===== src/design/lpsp_pkg.sv =====
`timescale 1ns / 1ps
`default_nettype none
// ----------------------------------------------------------------------------
// lpsp_pkg
// Shared constants and types for the lidar packet stack parser.
// ----------------------------------------------------------------------------
package lpsp_pkg;

    // Packet length limit and byte position counter width
    localparam int MAX_PACKET_BYTES = 2048;
    localparam int POS_W            = $clog2(MAX_PACKET_BYTES);
    localparam logic [POS_W-1:0] POS_MAX = POS_W'(MAX_PACKET_BYTES - 1);

    // Compare width wide enough for byte position and 8-bit register values
    localparam int CMP_W = ((POS_W > 8) ? POS_W : 8) + 1;

    // Fixed framing sizes
    localparam int PREAMBLE_BYTES  = 20;
    localparam int HEADER_BYTES    = 60;
    localparam int POINT_BYTES     = 4;

    // Point word masks
    localparam logic [15:0] DIST_MASK   = 16'h1FFF;
    localparam logic [2:0]  STATUS_MASK = 3'h7;

    // Configuration port
    localparam int CFG_DATA_W = 8;
    localparam int CFG_IDX_W  = 2;
    localparam logic [CFG_IDX_W-1:0] CFG_PACKETS_PER_STACK = 2'd0;
    localparam logic [CFG_IDX_W-1:0] CFG_HEADER_LENGTH     = 2'd1;
    localparam logic [CFG_IDX_W-1:0] CFG_SCAN_OFFSET       = 2'd2;

    localparam logic [3:0] PACKETS_RESET = 4'd3;
    localparam logic [7:0] HEADER_RESET  = 8'(PREAMBLE_BYTES + HEADER_BYTES);
    localparam logic [7:0] SCAN_RESET    = 8'd40;

    // Result kinds
    localparam logic KIND_POINT   = 1'b0;
    localparam logic KIND_VERDICT = 1'b1;

    // Queue between front and back
    localparam int QUEUE_DEPTH = 2;
    localparam int QPTR_W      = (QUEUE_DEPTH > 1) ? $clog2(QUEUE_DEPTH) : 1;
    localparam int QCNT_W      = $clog2(QUEUE_DEPTH + 1);

    typedef struct packed {
        logic [3:0] packets_per_stack;
        logic [7:0] header_length;
        logic [7:0] scan_offset;
    } t_cfg;

    // Classified byte handed from front to back
    typedef struct packed {
        logic [7:0] byte_value;
        logic       is_last;
        logic       good;
        logic       stack_done;
        logic       header_short;
        logic       is_data;
        logic       scan_clear;
        logic       scan_we;
        logic [1:0] scan_lane;
    } t_item;

endpackage
`default_nettype wire


===== src/design/lpsp_in_if.sv =====
`timescale 1ns / 1ps
`default_nettype none
// ----------------------------------------------------------------------------
// lpsp_in_if
// Byte stream channel: one packet byte and its last-of-packet flag per beat.
// ----------------------------------------------------------------------------
interface lpsp_in_if;
    logic       valid;
    logic       ready;
    logic [7:0] byte_value;
    logic       last_of_packet;

    modport source (output valid, output byte_value, output last_of_packet, input ready);
    modport sink   (input valid, input byte_value, input last_of_packet, output ready);
endinterface
`default_nettype wire


===== src/design/lpsp_out_if.sv =====
`timescale 1ns / 1ps
`default_nettype none
// ----------------------------------------------------------------------------
// lpsp_out_if
// Result channel: one decoded point or one packet verdict per beat.
// ----------------------------------------------------------------------------
interface lpsp_out_if;
    logic        valid;
    logic        ready;
    logic        kind;
    logic [12:0] distance;
    logic [2:0]  status_bits;
    logic [15:0] intensity;
    logic [15:0] point_number;
    logic [31:0] scan_number;
    logic        packet_good;
    logic        stack_done;
    logic [1:0]  leftover_bytes;
    logic        header_short;

    modport source (
        output valid, input ready,
        output kind, output distance, output status_bits, output intensity,
        output point_number, output scan_number, output packet_good,
        output stack_done, output leftover_bytes, output header_short
    );
    modport sink (
        input valid, output ready,
        input kind, input distance, input status_bits, input intensity,
        input point_number, input scan_number, input packet_good,
        input stack_done, input leftover_bytes, input header_short
    );
endinterface
`default_nettype wire


===== src/design/lidar_packet_stack_parser.sv =====
`timescale 1ns / 1ps
`default_nettype none
// ----------------------------------------------------------------------------
// lidar_packet_stack_parser
// Checks packet checksums, captures the stack scan number and decodes points.
// ----------------------------------------------------------------------------
// Usage:
//   i_in carries one packet byte per beat; last_of_packet marks the checksum
//   byte. o_out carries one result per beat: a decoded point (kind 0) after
//   every fourth data byte, and a verdict (kind 1) after every checksum byte.
//   Points of a packet whose verdict is bad are to be discarded downstream.
//   The configuration port writes packets_per_stack (index 0), header_length
//   (index 1) and scan_offset (index 2) on any edge with i_cfg_we high; write
//   only while the block is idle.
// Timing:
//   A byte accepted from i_in is written into the queue, from which the back
//   end pops it into the output register. One byte is taken every cycle while
//   i_in.ready is high; checksums are in the front end, packing in the back end.
// Reset:
//   Synchronous, active low. Configuration returns to 3 / 80 / 40, the queue
//   empties and all parser state clears. No clearing pass is needed.
// Stall:
//   While o_out.ready is low the result register holds and the two-entry
//   queue fills; i_in.ready drops once the queue is full.
// ----------------------------------------------------------------------------
module lidar_packet_stack_parser
    import lpsp_pkg::*;
(
    input  wire                    i_clk,
    input  wire                    i_rst_n,
    input  wire                    i_cfg_we,
    input  wire [CFG_IDX_W-1:0]    i_cfg_index,
    input  wire [CFG_DATA_W-1:0]   i_cfg_data,
    lpsp_in_if.sink                i_in,
    lpsp_out_if.source             o_out
);

    t_cfg  r_cfg;
    logic  push_valid;
    logic  push_ready;
    t_item push_item;
    logic  pop_valid;
    logic  pop_ready;
    t_item pop_item;

    // Hold the configuration registers
    always_ff @(posedge i_clk) begin
        if (!i_rst_n) begin
            r_cfg.packets_per_stack <= PACKETS_RESET;
            r_cfg.header_length     <= HEADER_RESET;
            r_cfg.scan_offset       <= SCAN_RESET;
        end else if (i_cfg_we) begin
            case (i_cfg_index)
                CFG_PACKETS_PER_STACK: r_cfg.packets_per_stack <= i_cfg_data[3:0];
                CFG_HEADER_LENGTH:     r_cfg.header_length     <= i_cfg_data[7:0];
                CFG_SCAN_OFFSET:       r_cfg.scan_offset       <= i_cfg_data[7:0];
                default: begin
                end
            endcase
        end
    end

    lpsp_front u_front (
        .i_clk        (i_clk),
        .i_rst_n      (i_rst_n),
        .i_cfg        (r_cfg),
        .i_in         (i_in),
        .o_push_valid (push_valid),
        .o_push_item  (push_item),
        .i_push_ready (push_ready)
    );

    lpsp_queue u_queue (
        .i_clk        (i_clk),
        .i_rst_n      (i_rst_n),
        .i_push_valid (push_valid),
        .i_push_item  (push_item),
        .o_push_ready (push_ready),
        .o_pop_valid  (pop_valid),
        .o_pop_item   (pop_item),
        .i_pop_ready  (pop_ready)
    );

    lpsp_back u_back (
        .i_clk       (i_clk),
        .i_rst_n     (i_rst_n),
        .i_pop_valid (pop_valid),
        .i_pop_item  (pop_item),
        .o_pop_ready (pop_ready),
        .o_out       (o_out)
    );

endmodule
`default_nettype wire


===== src/design/lpsp_front.sv =====
`timescale 1ns / 1ps
`default_nettype none
// ----------------------------------------------------------------------------
// lpsp_front
// Accepts packet bytes, tracks checksum, byte position and packet index,
// and classifies each byte as header, scan, data or checksum.
// ----------------------------------------------------------------------------
module lpsp_front
    import lpsp_pkg::*;
(
    input  wire         i_clk,
    input  wire         i_rst_n,
    input  t_cfg        i_cfg,
    lpsp_in_if.sink     i_in,
    output logic        o_push_valid,
    output t_item       o_push_item,
    input  wire         i_push_ready
);

    logic [7:0]       r_xor,  n_xor;
    logic [POS_W-1:0] r_pos,  n_pos;
    logic [3:0]       r_pidx, n_pidx;

    logic             accept;
    logic             first;
    logic [CMP_W-1:0] pos_ext;
    logic [CMP_W-1:0] hdr_ext;
    logic [CMP_W-1:0] off_ext;
    logic [CMP_W-1:0] scan_diff;
    logic             in_header;
    logic             good;
    logic [3:0]       pidx_inc;
    logic             done;

    // Handshake passes straight through to the queue
    assign accept       = i_in.valid && i_in.ready;
    assign i_in.ready   = i_push_ready;
    assign o_push_valid = i_in.valid;

    // Classify the byte against position and stack state
    always_comb begin
        first     = (r_pidx == 4'd0);
        pos_ext   = CMP_W'(r_pos);
        hdr_ext   = CMP_W'(i_cfg.header_length);
        off_ext   = CMP_W'(i_cfg.scan_offset);
        scan_diff = pos_ext - off_ext;
        in_header = first && (pos_ext < hdr_ext);
        good      = (r_xor == i_in.byte_value);
        pidx_inc  = r_pidx + 4'd1;
        done      = good && (pidx_inc >= i_cfg.packets_per_stack);

        o_push_item.byte_value   = i_in.byte_value;
        o_push_item.is_last      = i_in.last_of_packet;
        o_push_item.good         = good;
        o_push_item.stack_done   = done;
        o_push_item.header_short = in_header;
        o_push_item.is_data      = !i_in.last_of_packet && !in_header;
        o_push_item.scan_clear   = !i_in.last_of_packet && first && (r_pos == '0);
        o_push_item.scan_we      = !i_in.last_of_packet && first && (pos_ext >= off_ext)
                                   && (scan_diff < CMP_W'(POINT_BYTES));
        o_push_item.scan_lane    = scan_diff[1:0];
    end

    // Advance checksum, position and packet index
    always_comb begin
        n_xor  = r_xor;
        n_pos  = r_pos;
        n_pidx = r_pidx;
        if (accept) begin
            if (i_in.last_of_packet) begin
                n_xor = 8'd0;
                n_pos = '0;
                if (good) begin
                    n_pidx = done ? 4'd0 : pidx_inc;
                end
            end else begin
                n_xor = r_xor ^ i_in.byte_value;
                if (r_pos < POS_MAX) begin
                    n_pos = r_pos + POS_W'(1);
                end
            end
        end
    end

    always_ff @(posedge i_clk) begin
        if (!i_rst_n) begin
            r_xor  <= 8'd0;
            r_pos  <= '0;
            r_pidx <= 4'd0;
        end else begin
            r_xor  <= n_xor;
            r_pos  <= n_pos;
            r_pidx <= n_pidx;
        end
    end

endmodule
`default_nettype wire


===== src/design/lpsp_queue.sv =====
`timescale 1ns / 1ps
`default_nettype none
// ----------------------------------------------------------------------------
// lpsp_queue
// Short register queue of classified bytes between front and back.
// ----------------------------------------------------------------------------
module lpsp_queue
    import lpsp_pkg::*;
(
    input  wire         i_clk,
    input  wire         i_rst_n,
    input  wire         i_push_valid,
    input  t_item       i_push_item,
    output logic        o_push_ready,
    output logic        o_pop_valid,
    output t_item       o_pop_item,
    input  wire         i_pop_ready
);

    t_item               r_mem [QUEUE_DEPTH];
    logic [QPTR_W-1:0]   r_wr_ptr, n_wr_ptr;
    logic [QPTR_W-1:0]   r_rd_ptr, n_rd_ptr;
    logic [QCNT_W-1:0]   r_count,  n_count;
    logic                push;
    logic                pop;

    assign o_push_ready = (r_count != QCNT_W'(QUEUE_DEPTH));
    assign o_pop_valid  = (r_count != '0);
    assign o_pop_item   = r_mem[r_rd_ptr];
    assign push         = i_push_valid && o_push_ready;
    assign pop          = o_pop_valid && i_pop_ready;

    // Advance pointers and occupancy
    always_comb begin
        n_wr_ptr = r_wr_ptr;
        n_rd_ptr = r_rd_ptr;
        n_count  = r_count;
        if (push) begin
            n_wr_ptr = (r_wr_ptr == QPTR_W'(QUEUE_DEPTH - 1)) ? '0 : r_wr_ptr + QPTR_W'(1);
        end
        if (pop) begin
            n_rd_ptr = (r_rd_ptr == QPTR_W'(QUEUE_DEPTH - 1)) ? '0 : r_rd_ptr + QPTR_W'(1);
        end
        if (push && !pop) begin
            n_count = r_count + QCNT_W'(1);
        end else if (pop && !push) begin
            n_count = r_count - QCNT_W'(1);
        end
    end

    always_ff @(posedge i_clk) begin
        if (!i_rst_n) begin
            r_wr_ptr <= '0;
            r_rd_ptr <= '0;
            r_count  <= '0;
        end else begin
            r_wr_ptr <= n_wr_ptr;
            r_rd_ptr <= n_rd_ptr;
            r_count  <= n_count;
        end
    end

    // Store the incoming beat
    always_ff @(posedge i_clk) begin
        if (push) begin
            r_mem[r_wr_ptr] <= i_push_item;
        end
    end

endmodule
`default_nettype wire


===== src/design/lpsp_back.sv =====
`timescale 1ns / 1ps
`default_nettype none
// ----------------------------------------------------------------------------
// lpsp_back
// Captures the scan number, packs data bytes into points, restores the
// assembler on failed packets and drives the registered result channel.
// ----------------------------------------------------------------------------
module lpsp_back
    import lpsp_pkg::*;
(
    input  wire         i_clk,
    input  wire         i_rst_n,
    input  wire         i_pop_valid,
    input  t_item       i_pop_item,
    output logic        o_pop_ready,
    lpsp_out_if.source  o_out
);

    // Assembler and stack state
    logic [23:0] r_asm,         n_asm;
    logic [1:0]  r_fill,        n_fill;
    logic [15:0] r_count,       n_count;
    logic [23:0] r_saved_asm,   n_saved_asm;
    logic [1:0]  r_saved_fill,  n_saved_fill;
    logic [15:0] r_saved_count, n_saved_count;
    logic [31:0] r_scan,        n_scan;

    // Output register
    logic        r_out_valid, n_out_valid;
    logic        r_kind,      n_kind;
    logic [12:0] r_dist,      n_dist;
    logic [2:0]  r_status,    n_status;
    logic [15:0] r_inten,     n_inten;
    logic [15:0] r_pnum,      n_pnum;
    logic [31:0] r_oscan,     n_oscan;
    logic        r_good,      n_good;
    logic        r_done,      n_done;
    logic [1:0]  r_left,      n_left;
    logic        r_short,     n_short;

    logic        pop;
    logic [15:0] w0;

    assign o_pop_ready = !r_out_valid || o_out.ready;
    assign pop         = i_pop_valid && o_pop_ready;
    assign w0          = r_asm[15:0];

    // Execute one classified beat
    always_comb begin
        n_asm         = r_asm;
        n_fill        = r_fill;
        n_count       = r_count;
        n_saved_asm   = r_saved_asm;
        n_saved_fill  = r_saved_fill;
        n_saved_count = r_saved_count;
        n_scan        = r_scan;

        n_out_valid = r_out_valid && !o_out.ready;
        n_kind      = r_kind;
        n_dist      = r_dist;
        n_status    = r_status;
        n_inten     = r_inten;
        n_pnum      = r_pnum;
        n_oscan     = r_oscan;
        n_good      = r_good;
        n_done      = r_done;
        n_left      = r_left;
        n_short     = r_short;

        if (pop) begin
            if (i_pop_item.is_last) begin
                // Packet verdict
                n_out_valid = 1'b1;
                n_kind      = KIND_VERDICT;
                n_dist      = 13'd0;
                n_status    = 3'd0;
                n_inten     = 16'd0;
                n_oscan     = r_scan;
                n_good      = i_pop_item.good;
                n_done      = 1'b0;
                n_left      = 2'd0;
                n_short     = i_pop_item.header_short;
                if (i_pop_item.good) begin
                    n_pnum = r_count;
                    if (i_pop_item.stack_done) begin
                        n_done  = 1'b1;
                        n_left  = r_fill;
                        n_asm   = 24'd0;
                        n_fill  = 2'd0;
                        n_count = 16'd0;
                    end
                    n_saved_asm   = n_asm;
                    n_saved_fill  = n_fill;
                    n_saved_count = n_count;
                end else begin
                    n_asm   = r_saved_asm;
                    n_fill  = r_saved_fill;
                    n_count = r_saved_count;
                    n_pnum  = r_saved_count;
                end
            end else begin
                // Scan number capture in the first packet
                if (i_pop_item.scan_clear) begin
                    n_scan = 32'd0;
                end
                if (i_pop_item.scan_we) begin
                    n_scan = n_scan
                             | (32'(i_pop_item.byte_value) << {i_pop_item.scan_lane, 3'b000});
                end
                // Point packing
                if (i_pop_item.is_data) begin
                    if (r_fill != 2'd3) begin
                        n_asm  = r_asm | (24'(i_pop_item.byte_value) << {r_fill, 3'b000});
                        n_fill = r_fill + 2'd1;
                    end else begin
                        n_out_valid = 1'b1;
                        n_kind      = KIND_POINT;
                        n_dist      = 13'(w0 & DIST_MASK);
                        n_status    = 3'(w0 >> 13) & STATUS_MASK;
                        n_inten     = {i_pop_item.byte_value, r_asm[23:16]};
                        n_pnum      = r_count;
                        n_oscan     = n_scan;
                        n_good      = 1'b0;
                        n_done      = 1'b0;
                        n_left      = 2'd0;
                        n_short     = 1'b0;
                        n_asm       = 24'd0;
                        n_fill      = 2'd0;
                        if (r_count != 16'hFFFF) begin
                            n_count = r_count + 16'd1;
                        end
                    end
                end
            end
        end
    end

    // Control and state registers
    always_ff @(posedge i_clk) begin
        if (!i_rst_n) begin
            r_asm         <= 24'd0;
            r_fill        <= 2'd0;
            r_count       <= 16'd0;
            r_saved_asm   <= 24'd0;
            r_saved_fill  <= 2'd0;
            r_saved_count <= 16'd0;
            r_scan        <= 32'd0;
            r_out_valid   <= 1'b0;
        end else begin
            r_asm         <= n_asm;
            r_fill        <= n_fill;
            r_count       <= n_count;
            r_saved_asm   <= n_saved_asm;
            r_saved_fill  <= n_saved_fill;
            r_saved_count <= n_saved_count;
            r_scan        <= n_scan;
            r_out_valid   <= n_out_valid;
        end
    end

    // Result payload
    always_ff @(posedge i_clk) begin
        r_kind   <= n_kind;
        r_dist   <= n_dist;
        r_status <= n_status;
        r_inten  <= n_inten;
        r_pnum   <= n_pnum;
        r_oscan  <= n_oscan;
        r_good   <= n_good;
        r_done   <= n_done;
        r_left   <= n_left;
        r_short  <= n_short;
    end

    assign o_out.valid          = r_out_valid;
    assign o_out.kind           = r_kind;
    assign o_out.distance       = r_dist;
    assign o_out.status_bits    = r_status;
    assign o_out.intensity      = r_inten;
    assign o_out.point_number   = r_pnum;
    assign o_out.scan_number    = r_oscan;
    assign o_out.packet_good    = r_good;
    assign o_out.stack_done     = r_done;
    assign o_out.leftover_bytes = r_left;
    assign o_out.header_short   = r_short;

`ifndef NO_ASSERTIONS
    // A completed stack clears the assembler and point counter
    a_stack_clear: assert property (@(posedge i_clk) disable iff (!i_rst_n)
        pop && i_pop_item.is_last && i_pop_item.good && i_pop_item.stack_done
        |=> (r_count == 16'd0) && (r_fill == 2'd0))
        else $error("stack end did not clear assembler");

    // A failed packet restores the saved assembler state
    a_restore: assert property (@(posedge i_clk) disable iff (!i_rst_n)
        pop && i_pop_item.is_last && !i_pop_item.good
        |=> (r_count == r_saved_count) && (r_fill == r_saved_fill) && (r_asm == r_saved_asm))
        else $error("failed packet did not restore assembler");

    // The fourth data byte emits a point and empties the assembler
    a_point_emit: assert property (@(posedge i_clk) disable iff (!i_rst_n)
        pop && !i_pop_item.is_last && i_pop_item.is_data && (r_fill == 2'd3)
        |=> r_out_valid && (r_kind == KIND_POINT) && (r_fill == 2'd0))
        else $error("completed point not emitted");
`endif

endmodule
`default_nettype wire

===== src/flat_wrapper.sv =====
// flat-port wrapper written by rule: the top's interface ports become plain ports
module lidar_packet_stack_parser_flat import lpsp_pkg::*;
  (i_clk, i_rst_n, i_cfg_we, i_cfg_index, i_cfg_data, i_in_valid, i_in_byte_value, i_in_last_of_packet, i_in_ready, o_out_valid, o_out_ready, o_out_kind, o_out_distance, o_out_status_bits, o_out_intensity, o_out_point_number, o_out_scan_number, o_out_packet_good, o_out_stack_done, o_out_leftover_bytes, o_out_header_short);
  lpsp_in_if i_in_i ();
  lpsp_out_if o_out_i ();
  input  wire i_clk;
  input  wire i_rst_n;
  input  wire i_cfg_we;
  input  wire [CFG_IDX_W-1:0] i_cfg_index;
  input  wire [CFG_DATA_W-1:0] i_cfg_data;
  input wire logic [$bits(i_in_i.valid)-1:0] i_in_valid;
  input wire logic [$bits(i_in_i.byte_value)-1:0] i_in_byte_value;
  input wire logic [$bits(i_in_i.last_of_packet)-1:0] i_in_last_of_packet;
  output wire logic [$bits(i_in_i.ready)-1:0] i_in_ready;
  output wire logic [$bits(o_out_i.valid)-1:0] o_out_valid;
  input wire logic [$bits(o_out_i.ready)-1:0] o_out_ready;
  output wire logic [$bits(o_out_i.kind)-1:0] o_out_kind;
  output wire logic [$bits(o_out_i.distance)-1:0] o_out_distance;
  output wire logic [$bits(o_out_i.status_bits)-1:0] o_out_status_bits;
  output wire logic [$bits(o_out_i.intensity)-1:0] o_out_intensity;
  output wire logic [$bits(o_out_i.point_number)-1:0] o_out_point_number;
  output wire logic [$bits(o_out_i.scan_number)-1:0] o_out_scan_number;
  output wire logic [$bits(o_out_i.packet_good)-1:0] o_out_packet_good;
  output wire logic [$bits(o_out_i.stack_done)-1:0] o_out_stack_done;
  output wire logic [$bits(o_out_i.leftover_bytes)-1:0] o_out_leftover_bytes;
  output wire logic [$bits(o_out_i.header_short)-1:0] o_out_header_short;
  assign i_in_i.valid = i_in_valid;
  assign i_in_i.byte_value = i_in_byte_value;
  assign i_in_i.last_of_packet = i_in_last_of_packet;
  assign i_in_ready = i_in_i.ready;
  assign o_out_valid = o_out_i.valid;
  assign o_out_i.ready = o_out_ready;
  assign o_out_kind = o_out_i.kind;
  assign o_out_distance = o_out_i.distance;
  assign o_out_status_bits = o_out_i.status_bits;
  assign o_out_intensity = o_out_i.intensity;
  assign o_out_point_number = o_out_i.point_number;
  assign o_out_scan_number = o_out_i.scan_number;
  assign o_out_packet_good = o_out_i.packet_good;
  assign o_out_stack_done = o_out_i.stack_done;
  assign o_out_leftover_bytes = o_out_i.leftover_bytes;
  assign o_out_header_short = o_out_i.header_short;
  lidar_packet_stack_parser u_core (.i_clk(i_clk), .i_rst_n(i_rst_n), .i_cfg_we(i_cfg_we), .i_cfg_index(i_cfg_index), .i_cfg_data(i_cfg_data), .i_in(i_in_i), .o_out(o_out_i));
endmodule

===== config.mk =====
export PLATFORM = sky130hd
export DESIGN_NAME = lidar_packet_stack_parser_flat
export DESIGN_NICKNAME = d
export VERILOG_FILES = /design/src/design/lpsp_pkg.sv /design/src/design/lpsp_in_if.sv /design/src/design/lpsp_out_if.sv /design/src/design/lidar_packet_stack_parser.sv /design/src/design/lpsp_front.sv /design/src/design/lpsp_queue.sv /design/src/design/lpsp_back.sv /design/src/flat_wrapper.sv
export SDC_FILE = /design/constraint.sdc
export NUM_CORES = 1
export LEC_CHECK = 0
export ABC_CLOCK_PERIOD_IN_PS = 5900
export BUFFER_PORTS_ARGS = -buffer_cell sky130_fd_sc_hd__buf_4
export CAP_MARGIN = 15
export CORE_ASPECT_RATIO = 0.75
export CORE_MARGIN = 4
export CORE_UTILIZATION = 30
export CTS_CLUSTER_DIAMETER = 120
export DETAILED_ROUTE_END_ITERATION = 8
export PLACE_DENSITY = 0.55
export SLEW_MARGIN = 25
export SYNTH_ARGS = -nofsm -noshare
export SYNTH_HDL_FRONTEND = slang
export SYNTH_SLANG_ARGS = --single-unit

===== constraint.sdc =====
create_clock -name i_clk -period 5.9 [get_ports i_clk]
set_clock_uncertainty 0.2 [all_clocks]
set_input_delay 0.885 -clock i_clk [delete_from_list [all_inputs] [get_ports i_clk]]
set_output_delay 0.885 -clock i_clk [all_outputs]
set_load 0.03 [all_outputs]

==> impl_summary.md, run 1 <==
Die
The overall die area is 0.0455 mm^2. The floorplan step set the die height to 186 um. The placement row count is 64. The boundary pin count is 112. For this configuration, the core starts out at a cell density of 0.307. The horizontal die dimension is 245 um.

The core area is roughly 0.041 mm^2.

Pwr
Power spread over the standard cell area amounts to 437 mW/mm^2. The standby leakage power is 5.67 nW. Power comes to about 6.5 mW. The worst voltage drop across the vdd grid is about 260 uV.

Clock tree
The CTS root buffer is sky130_fd_sc_hd__clkbuf_16. The number of gates resized after CTS is 0. The clock drives ~290 sinks. TritonCTS built the clock tree. After clock tree synthesis, the setup repair step added 0 buffers.

The clock buffer count from CTS is 30. The hold-fix buffer count after cts is 0. The clock latency of the later-clocked register in the worst-skew pair is 0.56 ns. Clock-pin slew was measured on the worst setup and hold paths at 0.06 ns. Counting along the longest clock path gives a buffer depth of 3.

The number of H-tree levels is 1.

Place
After detailed placement, the design holds a cell count of 1849. In this run the cell area measured after placement is 0.0139 mm^2. The HPWL after detailed placement is 22700 um. The placer congestion estimate is 0.826. Input and output buffers added on the ports amount to about 110.

Worst setup path
The worst setup path is of the flop to flop kind. The worst register-to-register path ends at u_core.u_back.r_count[12]$_SDFFE_PN0P_. The kind of start point of the critical path is a flop.

The maximum fanout along the worst path is 44. The critical path data arrival time is 3.71 ns. STA classifies the critical path endpoint as a flop. The worst reg2reg path depth is 7. The worst-case register-to-register setup slack is 2.47 ns. For the worst setup path, the data required time is 6.18 ns.

Finish
The final antenna diode count is 0. The filler cells instantiated in the layout total 4165. In the layout the commonest cells are sky130_fd_sc_hd__nor2_1 (167), sky130_fd_sc_hd__dfxtp_1 (165), sky130_fd_sc_hd__edfxtp_1 (120), sky130_fd_sc_hd__buf_4 (119), sky130_fd_sc_hd__nand2_1 (113).

The post-layout instance count excluding filler cells is 1905. The area growth from synthesis to layout is 18.0%. The core occupancy in the finished layout is 0.362. After routing the design area is ~0.015 mm^2. Leaving out fill and tap cells, the most frequent cell in the layout is sky130_fd_sc_hd__nor2_1. The share of cells above drive strength 1 is 0.150. The net total in the final layout is 1371.

Route
In the routed design, unresolved DRC markers number 0. After detailed routing, the average wire length per cell comes to 18.5 um. The detailed-routing iteration count for the pre-antenna-repair pass is 5. The per-cell via count in the routed design is 5.13. After detailed routing, the total wire length is roughly 35000 um. The number of design-rule violations left by the first detailed-router iteration is about 900. For this block, the via count after detailed routing is 9776.

The count of nets left with antenna violations once routing finished came out at 0.

Logic synthesis
Of the post-synthesis cell area, the part taken by muxes is 0.0296. Of the post-synthesis cell area, the dominant cell type holds 0.285. The largest total area in the synthesized netlist belongs to sky130_fd_sc_hd__edfxtp_1. The count of flip-flops with a built-in enable after synthesis is 120.

Of the total synthesized cell area, the portion taken by full adders, half adders and majority gates is 0.0273. The net count of the mapped netlist is ~1300. Of the total synthesized cell area, the portion taken by XOR and XNOR cells is 0.0138. For this run, the register share of the synthesized area comes to 0.546. A synthesized cell averages 10.1 um^2. The dominant synthesized flop cell is sky130_fd_sc_hd__dfxtp_1. The share of flip-flops with an asynchronous set or reset after synthesis is 0. During synthesis, Yosys emitted a total of 0 warnings. In the synthesized netlist, the number of instances is 1252.

The post-synthesis instance area is 0.0126 mm^2. Sorting the synthesized cells by area gives the leading types as sky130_fd_sc_hd__edfxtp_1 (28%), sky130_fd_sc_hd__dfxtp_1 (26%), sky130_fd_sc_hd__a22oi_1 (5.6%), sky130_fd_sc_hd__nor2_1 (5.0%), sky130_fd_sc_hd__nand2_1 (3.4%). By area, the combinational part of the netlist is dominated by compound AO/OA/AOI/OAI gates. In this run, synthesis produced a sequential element count of 285.

The compound-cell area share of the yosys netlist is 0.193. The post-synthesis simple-gate area fraction is 0.153. The distinct cell type count after synthesis is 69.

Hold path
The worst hold path was traced through 2 stages. The path class of the lowest-slack min-delay path is flop to flop. For hold timing, the worst endpoint is u_core.r_cfg[16]$_SDFFE_PN1P_. In this run the most critical hold path is launched from u_core.r_cfg[16]$_SDFFE_PN1P_.

STA
The normalized max-slew margin is 0.278. The final-report setup violation count is 0. Setup total negative slack on the finished layout was measured at 0 ns. The measured slew at the worst slew-check pin is around 1.1 ns. The part of the cycle the worst path needs is 0.582.

Setup repair after global routing left no endpoint under its margin. The max-slew violation count was 0. The final count of hold timing violations is 0.

After layout, the minimum clock period comes to 3.43 ns. Based on the critical path, the design can be clocked at up to 291 MHz.

Global routing
The first-pass GRT wire length is around 55000 um. The number of global-route vias before repair was 9381. In the global route stage, overall resource usage came out at 0.150. The total grt overflow is 0. Entering global routing, the biggest net connects 95 pins. The initial antenna violation count is 0.

Status
The run finished with clean final reports.

Job
The count of max-cap constraint violations is 0.
[kinds of logic after synthesis]
group	Yosys count
AND/OR/NAND/NOR	416
XOR/XNOR	20
AO/OA/AOI/OAI	351
multiplexers	35
flip-flops	285
buffers and inverters	118
adder cells (fa/ha/maj)	27
[worst max-delay path, stage by stage, from the launching register on]
cell and delay (ns):
sky130_fd_sc_hd__dfxtp_1 0.39, sky130_fd_sc_hd__buf_4 0.43, sky130_fd_sc_hd__mux2i_4 0.29, sky130_fd_sc_hd__buf_4 0.50
sky130_fd_sc_hd__and2_1 0.84, sky130_fd_sc_hd__a32oi_1 0.23, sky130_fd_sc_hd__a211o_1 0.32, sky130_fd_sc_hd__a21oi_1 0.12
[flip-flops by register name, summed over array words and instances, names as in the netlist, 3 cells and up, named ones only]
signal / count
u_core.u_queue.r_mem: 34
u_core.r_cfg: 20
u_core.u_back.r_count: 16
u_core.u_front.r_pidx: 4
u_core.u_front.r_pos: 11
u_core.u_front.r_xor: 8
u_core.u_back.r_saved_count: 16
u_core.u_back.o_out.intensity: 16
u_core.u_back.o_out.distance: 13
u_core.u_back.r_scan: 32
u_core.u_back.r_saved_asm: 24
u_core.u_back.o_out.point_number: 16
u_core.u_back.o_out.status_bits: 3
u_core.u_back.r_asm: 24
u_core.u_back.o_out.scan_number: 32
[power by group]
part	internal (mW)	total, mW	switching [mW]	leakage, nW
Clock	1.10	1.89	0.789	0.480
Combinational	0.580	1.99	1.41	2.71
Sequential	2.46	2.64	0.182	2.47
Total	4.14	6.53	2.38	5.67
[area by class of cell]
| cell class | instances | area [um^2] | area share |
|---|---|---|---|
| sequential | 285 | 6910 | 0.463 |
| multi-input combinational | 849 | 5290 | 0.355 |
| timing repair buffer | 120 | 913 | 0.0612 |
| clock buffer | 39 | 816 | 0.0546 |
| tap | 561 | 702 | 0.0470 |
| clock inverter | 17 | 165 | 0.0111 |
| inverter | 34 | 131 | 0.00880 |
[layer usage]
metal  track usage  wire, um
met5             0         0
met4        0.0299       656
met3        0.0236      1860
met2         0.231     15300
met1         0.224     17300
[cell usage after synthesis, types with 4 or more instances]
cell and number:
sky130_fd_sc_hd__inv_1 32, sky130_fd_sc_hd__a32oi_1 4, sky130_fd_sc_hd__a22o_1 13, sky130_fd_sc_hd__o311ai_0 4
sky130_fd_sc_hd__or3_1 6, sky130_fd_sc_hd__clkbuf_1 59, sky130_fd_sc_hd__a31oi_1 12, sky130_fd_sc_hd__o21ai_0 61
sky130_fd_sc_hd__a21oi_1 55, sky130_fd_sc_hd__buf_2 19, sky130_fd_sc_hd__nor3b_1 6, sky130_fd_sc_hd__edfxtp_1 120
sky130_fd_sc_hd__and2_1 30, sky130_fd_sc_hd__o31ai_1 5, sky130_fd_sc_hd__and3_1 10, sky130_fd_sc_hd__o211a_1 24
sky130_fd_sc_hd__buf_1 4, sky130_fd_sc_hd__o22ai_1 30, sky130_fd_sc_hd__ha_1 26, sky130_fd_sc_hd__nor4_1 5
sky130_fd_sc_hd__mux2_2 9, sky130_fd_sc_hd__xor2_1 5, sky130_fd_sc_hd__a21o_1 6, sky130_fd_sc_hd__nand3_1 17
sky130_fd_sc_hd__or4_1 4, sky130_fd_sc_hd__nand2b_1 8, sky130_fd_sc_hd__nor3_1 13, sky130_fd_sc_hd__a211oi_1 7
sky130_fd_sc_hd__dfxtp_1 165, sky130_fd_sc_hd__a22oi_1 94, sky130_fd_sc_hd__xnor2_1 15, sky130_fd_sc_hd__and3b_1 5
sky130_fd_sc_hd__nand2_1 114, sky130_fd_sc_hd__nor2_1 168, sky130_fd_sc_hd__a221oi_1 7, sky130_fd_sc_hd__nand3b_1 12
sky130_fd_sc_hd__nand4_1 5, sky130_fd_sc_hd__mux2i_1 25
[through the flow]
stage / hold slack, ns / worst slack (ns)
after global routing: 0.313 / 2.29
after floorplan: 0.246 / 1.13
after CTS: 0.284 / 2.52
final: 0.280 / 2.47
after global placement: 0.261 / 2.34
after detailed placement: 0.267 / 2.22
[worst max-delay path by stage]
stage,end,slack [ns],start,depth (start not counted)
3_5_place_dp,u_core.u_back.r_asm[18]$_SDFFE_PN0P_,2.22,o_out_ready,8
5_1_grt,u_core.u_back.r_count[13]$_SDFFE_PN0P_,2.29,flop,7
2_1_floorplan,u_core.u_back.r_asm[14]$_SDFFE_PN0P_,1.13,o_out_ready,7
3_3_place_gp,u_core.u_back.r_asm[12]$_SDFFE_PN0P_,2.34,o_out_ready,8
6_report,u_core.u_back.r_count[12]$_SDFFE_PN0P_,2.47,flop,7
4_1_cts,u_core.u_back.r_count[12]$_SDFFE_PN0P_,2.52,flop,7
(Power assumes the default switching activity.)
==> run 2, diff against run 1 <==
--- a/config.mk
+++ b/config.mk
@@ -5,7 +5,8 @@
 export SDC_FILE = /design/constraint.sdc
 export NUM_CORES = 1
 export LEC_CHECK = 0
-export ABC_CLOCK_PERIOD_IN_PS = 5900
+export ABC_AREA = 1
+export ABC_CLOCK_PERIOD_IN_PS = 3300
 export BUFFER_PORTS_ARGS = -buffer_cell sky130_fd_sc_hd__buf_4
 export CAP_MARGIN = 15
 export CORE_ASPECT_RATIO = 0.75
==> constraint.sdc (replaced) <==
create_clock -name i_clk -period 3.3 [get_ports i_clk]
set_clock_uncertainty 0.2 [all_clocks]
set_input_delay 0.495 -clock i_clk [delete_from_list [all_inputs] [get_ports i_clk]]
set_output_delay 0.495 -clock i_clk [all_outputs]
set_load 0.03 [all_outputs]
==> run 2 against run 1 <==
Hold slack got worse by 0.24 ns. Wire length is 3.0% higher. Combinational power rose to 2.8 times the previous value. Final cell count is 25% higher. Largest cell class unchanged.
==> impl_summary.md, run 2 <==
Global routing
The first-pass GRT wire length is 57100 um (+3.9%). The number of global-route vias before repair is 10400 (+11%). The total grt overflow came to 0 (unchanged). The maximum number of pins on one net before global-route repair is 99 (+4.2%). The initial antenna violation count is 0 (unchanged).

The overall routing resource usage came to 0.145 (-0.00533).

Die
The placement row count is 67 (+4.7%). The boundary pin count is 112 (unchanged). The starting density of the core came to 0.303 (-0.00376). The core area is 0.0446 mm^2 (+8.1%). The overall die area is 0.0485 mm^2 (+6.6%). The horizontal die dimension came to 253 um (+3.2%). The die boundary height was 192 um (+3.2%).

Logic synthesis
The post-synthesis register bit count is 285 (unchanged). The distinct cell type count after synthesis was 48 (-30%). The count of flip-flops with a built-in enable after synthesis came to 120 (unchanged). The Yosys warning count came to 0 (unchanged). The post-synthesis area per instance came to 8.03 um^2 (-20%). The fraction of synthesized cell area taken by the top area cell type is 0.267 (-0.0182). In the post-synthesis netlist, the biggest area contributors are sky130_fd_sc_hd__edfxtp_1 (27%), sky130_fd_sc_hd__dfxtp_1 (24%), sky130_fd_sc_hd__nand2_1 (9.8%), sky130_fd_sc_hd__o21ai_0 (8.7%), sky130_fd_sc_hd__inv_1 (5.6%). The share of flip-flops with an asynchronous set or reset after synthesis is 0 (unchanged). The synthesized instance count is 1682 (+34%).

The commonest cells after synthesis are sky130_fd_sc_hd__nand2_1 (353), sky130_fd_sc_hd__o21ai_0 (234), sky130_fd_sc_hd__inv_1 (201). The most used flip-flop cell after synthesis is sky130_fd_sc_hd__dfxtp_1. The post-synthesis instance area was 0.0135 mm^2 (+6.8%). The most common cell in the netlist is sky130_fd_sc_hd__nand2_1.

The fraction of the yosys area taken by sequential cells was 0.511 (-0.0348). The synthesized design spends more area on one cell type than any other, namely sky130_fd_sc_hd__edfxtp_1. The net count of the mapped netlist came to 1733 (+33%).

Pwr
The power per standard cell area is 904 mW/mm^2 (+110%). The net switching fraction of the power is 0.414 (+0.0486). The clock network power share was 0.242 (-0.048).

The worst voltage drop across the vdd grid is 402 uV (+57%). The design internal power is 8.51 mW (+110%). The share of total power in sequential cells came to 0.372 (-0.033).

The standby leakage power is 6.52 nW (+15%). The net switching component of the power came to 6.01 mW (+150%). The total power draw was 14.5 mW (+120%). The combinational power share is 0.386 (+0.081).

STA
The final count of hold timing violations is 0 (unchanged). The normalized max-slew margin is 0.354 (+0.0760). The highest attainable clock frequency is 344 MHz (+18%). The part of the cycle the worst path needs is 0.880 (+0.298).

The max-slew violation count came to 0 (unchanged). The final period demand of the worst path is 2.90 ns (-0.527 ns). The sum of negative setup slack is 0 ns (unchanged).

The measured slew at the worst slew-check pin is 0.966 ns (-0.0861 ns). Setup repair after global routing left no endpoint under its margin. The final-report setup violation count is 0 (unchanged).

Route
The per-cell via count in the routed design is 4.75 (-7.4%). The routed length per instance is 15.2 um (-18%). The total vias in the final route came to 11400 (+16%). The detailed-routing iteration count for the pre-antenna-repair pass was 7 (+2). The number of design-rule violations left by the first detailed-router iteration is 771 (-14%). The number of remaining DRC errors is 0 (unchanged). The sum of routed wire length over all layers is 36200 um (+3.0%). The number of routed nets with antenna violations came to 0 (unchanged).

Place
The HPWL after detailed placement was 24300 um (+7.3%). The placer congestion estimate is 0.816 (-1.1%). The number of placed instances, taps included came to 2315 (+25%).

The placement-stage cell area is 0.0149 mm^2 (+6.7%). The number of I/O port buffers came to 111 (unchanged).

Worst setup path
The worst setup path is captured at a flop. In this run the critical register-to-register path is captured at u_core.u_back.r_saved_count[11]$_SDFFE_PN0P_. The maximum fanout along the worst path is 43 (-2.3%). The kind of start point of the critical path is a flop. The cell occurring most often along the worst timing path is sky130_fd_sc_hd__nand2_2. The worst reg2reg path depth came to 7 (unchanged).

Grouping stages by cell kind, the critical path spends the most delay in simple AND/OR/NAND/NOR gates. The critical path data arrival time was 3.14 ns (-0.57 ns). The largest individual stage delay along the critical path comes from the cell sky130_fd_sc_hd__nor2_4. The critical path's largest stage delay was 0.81 ns (-0.03 ns). The critical path is of the flop to flop type. The critical path goes through buf_4, nand2_2, nand2_2, nor2_4, inv_2, nor2_1, a211oi_1. The required time at the worst-slack endpoint came to 3.54 ns (-2.64 ns).

The worst-case register-to-register setup slack is 0.40 ns (-2.07 ns). The buffers plus inverters on the worst setup path is 2 (unchanged).

Finish
The share of cells above drive strength 1 was 0.120 (-0.0292). The fill cell instance count of the final layout was 4615 (+11%). The net total in the final layout is 1829 (+33%). The post-layout instance count excluding filler cells was 2389 (+25%). The final antenna diode count was 0 (unchanged).

The layout overhead on the synthesized area is 18.9%. The register containing the most flip-flops in the final layout is u_core.u_queue.r_mem. The most frequent standard cell in the layout excluding fill and tap cells is sky130_fd_sc_hd__nand2_1. In the layout the commonest cells are sky130_fd_sc_hd__nand2_1 (352), sky130_fd_sc_hd__o21ai_0 (234), sky130_fd_sc_hd__inv_1 (201), sky130_fd_sc_hd__nor2_1 (167), sky130_fd_sc_hd__dfxtp_1 (165). The number of flip-flops under the largest register name is 34 (unchanged). The final non-filler cell area is 0.0161 mm^2 (+7.6%).

Clock tree
The number of H-tree levels is 1 (unchanged). TritonCTS built the clock tree. The clock buffer count from CTS came to 31 (+3.3%). The deepest clock path buffer count was 3 (unchanged).

The post-CTS setup-driven buffer insertion count is 0 (unchanged). The clock sink count is 285 (unchanged). The CTS root buffer is sky130_fd_sc_hd__clkbuf_16. The clock edge transition at the registers on the reported setup and hold paths was 0.06 ns (about the same). The clock latency of the later-clocked register in the worst-skew pair was 0.59 ns (+0.03 ns).

Hold path
The path class of the lowest-slack min-delay path is input port to flop. The startpoint identified for the worst hold timing path is i_in_last_of_packet. The worst hold path terminates at u_core.u_queue.r_mem[0][8]$_DFFE_PP_. The cell depth of the worst min-delay path was 1 (-1).

Status
The run finished with clean final reports.

Job
The count of max-cap constraint violations is 0 (unchanged).
[run 2: cell count changes after synthesis, sizes merged, moves of 13 or more]
cell | before | now
o211a | 24 | 8
nand3 | 17 | 45
and2 | 30 | 0
a21oi | 56 | 133
inv | 33 | 209
o22ai | 30 | 4
o21ai | 61 | 266
nand2 | 114 | 360
a22o | 13 | 0
nand4 | 5 | 20
mux2i | 26 | 1
a22oi | 94 | 0
clkbuf | 59 | 46
[run 2: worst reg2reg max path: cells and delay by family (launching register included)]
kind | cells | cell delay, ns
AOI/OAI and AO/OA | 1 | 0.06
DFF | 1 | 0.31
buffers and inverters | 2 | 0.81
and+or+nand+nor | 4 | 1.37
[run 2: power by group through the flow]
stage | sequential, mW | clock [mW] | combinational, mW
floorplan | 6.09 | 0 | 3.18
global placement | 5.47 | 0 | 5.55
detailed placement | 5.47 | 0 | 5.62
CTS | 5.41 | 3.62 | 5.66
global route | 5.51 | 3.77 | 6.24
finish | 5.40 | 3.52 | 5.60
[run 2: cells by family (layout without fill, tap and decap cells)]
group / count (synthesis) / after routing / synth area share
AO/OA/AOI/OAI: 437 / 437 / 0.172
XOR/XNOR: 14 / 14 / 0.00908
adder cells (fa/ha/maj): 27 / 27 / 0.0256
buffers and inverters: 292 / 413 / 0.0864
flip-flops: 285 / 285 / 0.511
multiplexers: 6 / 6 / 0.00491
AND/OR/NAND/NOR: 621 / 621 / 0.190
[run 2: cell type report]
cell class	instances	area, um^2	share of cell area
Tap cell	586	733	0.0456
Clock inverter	21	233	0.0145
Timing Repair Buffer	144	1160	0.0721
Sequential cell	285	6910	0.430
Inverter	211	797	0.0496
Clock buffer	37	798	0.0497
Multi-Input combinational cell	1105	5440	0.339
[run 2: metrics by stage]
stage               setup slack, ns  utilization  hold WS, ns
floorplan                     0.543            -        0.226
global placement              0.228        0.334        0.238
detailed placement            0.180        0.334        0.247
CTS                           0.360        0.360     0.000402
global route                  0.125        0.360       0.0236
finish                        0.396        0.360       0.0391
[run 2: layer usage]
layer	track usage	part of all wire	routed length, um
met5	0	0	0
met4	0.0278	0.017	605
met3	0.0225	0.055	2000
met2	0.218	0.42	15200
met1	0.220	0.51	18400
[run 2: worst max-delay path by stage]
stage                                                               end  slack [ns]  cells past startpoint
after floorplan                    u_core.u_back.r_asm[11]$_SDFFE_PN0P_        0.54                      7
after global placement      u_core.u_back.r_saved_count[8]$_SDFFE_PN0P_        0.23                      7
after detailed placement    u_core.u_back.r_saved_count[0]$_SDFFE_PN0P_        0.18                      7
after CTS                 u_core.u_back.o_out.point_number[9]$_DFFE_PP_        0.36                      7
after global routing       u_core.u_back.r_saved_count[11]$_SDFFE_PN0P_        0.13                      7
final                      u_core.u_back.r_saved_count[11]$_SDFFE_PN0P_        0.40                      7
[run 2: timing repair]
item	CTS	global route
hold buffers	16	0
endpoints found under the hold margin	31	0
resized for setup	0	0
==> run 3, diff against run 2 <==
--- a/config.mk
+++ b/config.mk
@@ -5,14 +5,14 @@
 export SDC_FILE = /design/constraint.sdc
 export NUM_CORES = 1
 export LEC_CHECK = 0
-export ABC_AREA = 1
+export ABC_AREA = 0
 export ABC_CLOCK_PERIOD_IN_PS = 3300
 export BUFFER_PORTS_ARGS = -buffer_cell sky130_fd_sc_hd__buf_4
 export CAP_MARGIN = 15
 export CORE_ASPECT_RATIO = 0.75
 export CORE_MARGIN = 4
 export CORE_UTILIZATION = 30
-export CTS_CLUSTER_DIAMETER = 120
+export CTS_CLUSTER_DIAMETER = 30
 export DETAILED_ROUTE_END_ITERATION = 8
 export PLACE_DENSITY = 0.55
 export SLEW_MARGIN = 25
==> run 3 against run 2 <==
Sequential power fell by 12%. Clock power is 66% higher. Register-to-register slack lost 0.11 ns. Critical path depth rose by 2. Highest routed layer unchanged.
==> impl_summary.md, run 3 (synthesized netlist as in run 1, its figures left out) <==
Finish
From synthesis to final layout, the design area changed by 29.1%. In the layout the commonest cells are sky130_fd_sc_hd__nor2_1 (168), sky130_fd_sc_hd__dfxtp_1 (165), sky130_fd_sc_hd__buf_4 (142), sky130_fd_sc_hd__edfxtp_1 (120), sky130_fd_sc_hd__nand2_1 (114). The net total in the final layout is 1441 (-21%). The share of cells above drive strength 1 is 0.197 (+0.0762). The final antenna diode count is 0 (unchanged). The core occupancy in the finished layout is 0.396 (+0.0356).

The final non-filler cell area is 0.0163 mm^2 (+1.6%). The register containing the most flip-flops in the final layout is u_core.u_queue.r_mem. The library cell used most frequently in the layout, excluding fill and tap cells, is sky130_fd_sc_hd__nor2_1.

The fill cell instance count of the final layout was 4002 (-13%). The number of flip-flops under the largest register name is 34 (unchanged).

Route
The detailed-routing iteration count for the pre-antenna-repair pass is 6 (-1). The number of remaining DRC errors came to 0 (unchanged). The number of routed nets with antenna violations is 0 (unchanged).

The total vias in the final route was 10200 (-9.9%). The per-cell via count in the routed design is 5.11 (+7.5%). The routed length per instance came to 17.8 um (+18%). The number of design-rule violations left by the first detailed-router iteration is 920 (+19%). The sum of routed wire length over all layers was 35700 um (-1.4%).

Clock tree
TritonCTS built the clock tree. The deepest clock path buffer count is 3 (unchanged). The clock buffer count from CTS is 58 (+87%).

In this run the clock root is driven by a sky130_fd_sc_hd__clkbuf_16. The clock latency of the later-clocked register in the worst-skew pair came to 0.57 ns (-0.02 ns). The clock edge transition at the registers on the reported setup and hold paths is 0.05 ns (about the same). The number of H-tree levels was 2 (+1). The clock sink count is 285 (unchanged).

Worst setup path
The maximum fanout along the worst path is 9 (-79%). Walking the worst path, the cells encountered are inv_1, ha_1, inv_1, fa_1, a21o_1, a221oi_2, nor2_1, or4_1, nor4_2. The cell occurring most often along the worst timing path is sky130_fd_sc_hd__inv_1.

The endpoint identified for the worst register-to-register timing path is u_core.u_queue.r_mem[1][2]$_DFFE_PP_. The worst-case register-to-register setup slack was 0.29 ns (-0.11 ns). The kind of start point of the critical path is a flop. The cell family contributing the most delay on the critical path is simple AND/OR/NAND/NOR gates. The worst reg2reg path depth came to 9 (+2). The startpoint identified for the worst register-to-register timing path is u_core.u_front.r_pos[0]$_SDFFE_PN0P_. The slowest stage of the critical path is the sky130_fd_sc_hd__or4_1 cell. The required time at the worst-slack endpoint is 3.45 ns (-0.09 ns). The critical path is of the flop to flop type. The buffers plus inverters on the worst setup path is 2 (unchanged). The capturing element type of the critical path is a flop. The critical path data arrival time was 3.16 ns (+0.02 ns).

The critical path's largest stage delay is 0.50 ns (-0.31 ns).

STA
The final-report setup violation count is 0 (unchanged). The max-slew violation count is 0 (unchanged). The normalized max-slew margin is 0.406 (+0.0513). The final count of hold timing violations is 0 (unchanged). The worst hold margin came to 0.115 ns (+0.0758 ns). The final period demand of the worst path came to 3.01 ns (+0.105 ns). Setup repair after global routing left no endpoint under its margin. The highest attainable clock frequency was 332 MHz (-3.5%). The part of the cycle the worst path needs is 0.912 (+0.0318). The sum of negative setup slack was 0 ns (unchanged).

The measured slew at the worst slew-check pin was 0.890 ns (-0.0766 ns).

Global routing
The overall routing resource usage came to 0.154 (+0.00894). The total grt overflow is 0 (unchanged). The initial antenna violation count was 0 (unchanged).

The number of global-route vias before repair is 9910 (-4.4%). The first-pass GRT wire length came to 56100 um (-1.8%). The maximum number of pins on one net before global-route repair is 76 (-23%).

Status
The run finished with clean final reports.

Die
The horizontal die dimension is 245 um (-3.1%). The die boundary height is 186 um (-3.1%). The core area came to 0.0412 mm^2 (-7.5%).

The boundary pin count is 112 (unchanged). The overall die area is 0.0455 mm^2 (-6.1%). The starting density of the core is 0.307 (+0.00376). The placement row count is 64 (-4.5%).

Place
The number of I/O port buffers is 111 (unchanged). The placer congestion estimate came to 0.855 (+4.8%). The placement-stage cell area came to 0.0141 mm^2 (-4.9%). The HPWL after detailed placement is 23100 um (-4.8%).

Pwr
The total power draw is 14.3 mW (-1.6%). The power per standard cell area is 875 mW/mm^2 (-3.2%). The standby leakage power is 6.38 nW (-2.1%). The worst voltage drop across the vdd grid is 501 uV (+24%).

Hold path
For hold timing, the worst endpoint is u_core.r_cfg[12]$_SDFFE_PN1P_. The launch instance of the worst min-delay path is i_rst_n. The worst hold path belongs to the class input port to flop. The cell depth of the worst min-delay path is 2 (+1).

Job
The count of max-cap constraint violations is 0 (unchanged).
-- run 3: area by class of cell --
class / instances / area, um^2 / share of cell area
repair buffers: 162 / 1300 / 0.0794
well taps: 561 / 702 / 0.0430
inverters: 34 / 131 / 0.00805
clock buffers: 63 / 1490 / 0.0913
multi-input cells: 849 / 5290 / 0.324
flip-flops and latches: 285 / 6910 / 0.423
clock inverters: 47 / 509 / 0.0312
-- run 3: routing by layer --
layer | global-route usage | part of all wire | vias up
li1 | - | - | 4910
met1 | 0.221 | 0.48 | 4921
met2 | 0.233 | 0.43 | 339
met3 | 0.0325 | 0.065 | 55
met4 | 0.0445 | 0.020 | 0
met5 | 0 | 0 | -
-- run 3: report_power, final --
group          internal [mW]  switching [mW]  total (mW)
Clock                   3.74            2.11        5.85
Combinational           1.16            2.54        3.70
Sequential              4.40           0.333        4.73
Total                   9.30            4.99        14.3
-- run 3: through the flow --
step | cells | setup slack [ns]
global route | 2001 | 0.122
global placement | 1874 | 0.188
finish | 2001 | 0.291
detailed placement | 1874 | 0.104
CTS | 2001 | 0.0851
floorplan | 1252 | 0.245
-- run 3: worst max path at each step --
stage,start,end,slack [ns],cells after the start
2_1_floorplan,u_core.u_back.o_out.valid$_SDFF_PN0_,u_core.u_back.r_asm[15]$_SDFFE_PN0P_,0.25,7
3_3_place_gp,u_core.u_front.r_pos[0]$_SDFFE_PN0P_,u_core.u_queue.r_mem[0][2]$_DFFE_PP_,0.19,9
3_5_place_dp,u_core.u_front.r_pos[0]$_SDFFE_PN0P_,u_core.u_queue.r_mem[0][2]$_DFFE_PP_,0.10,9
4_1_cts,u_core.u_front.r_pos[0]$_SDFFE_PN0P_,u_core.u_queue.r_mem[1][2]$_DFFE_PP_,0.09,9
5_1_grt,u_core.u_front.r_pos[0]$_SDFFE_PN0P_,u_core.u_queue.r_mem[1][2]$_DFFE_PP_,0.12,9
6_report,u_core.u_front.r_pos[0]$_SDFFE_PN0P_,u_core.u_queue.r_mem[1][2]$_DFFE_PP_,0.29,9
-- run 3: timing repair --
action                                  4_1_cts  5_1_grt
buffers inserted                              0        0
endpoints found under the hold margin        35        0
hold buffers                                 17        0
endpoints found under the setup margin        0        2
gates resized for setup                       0        2
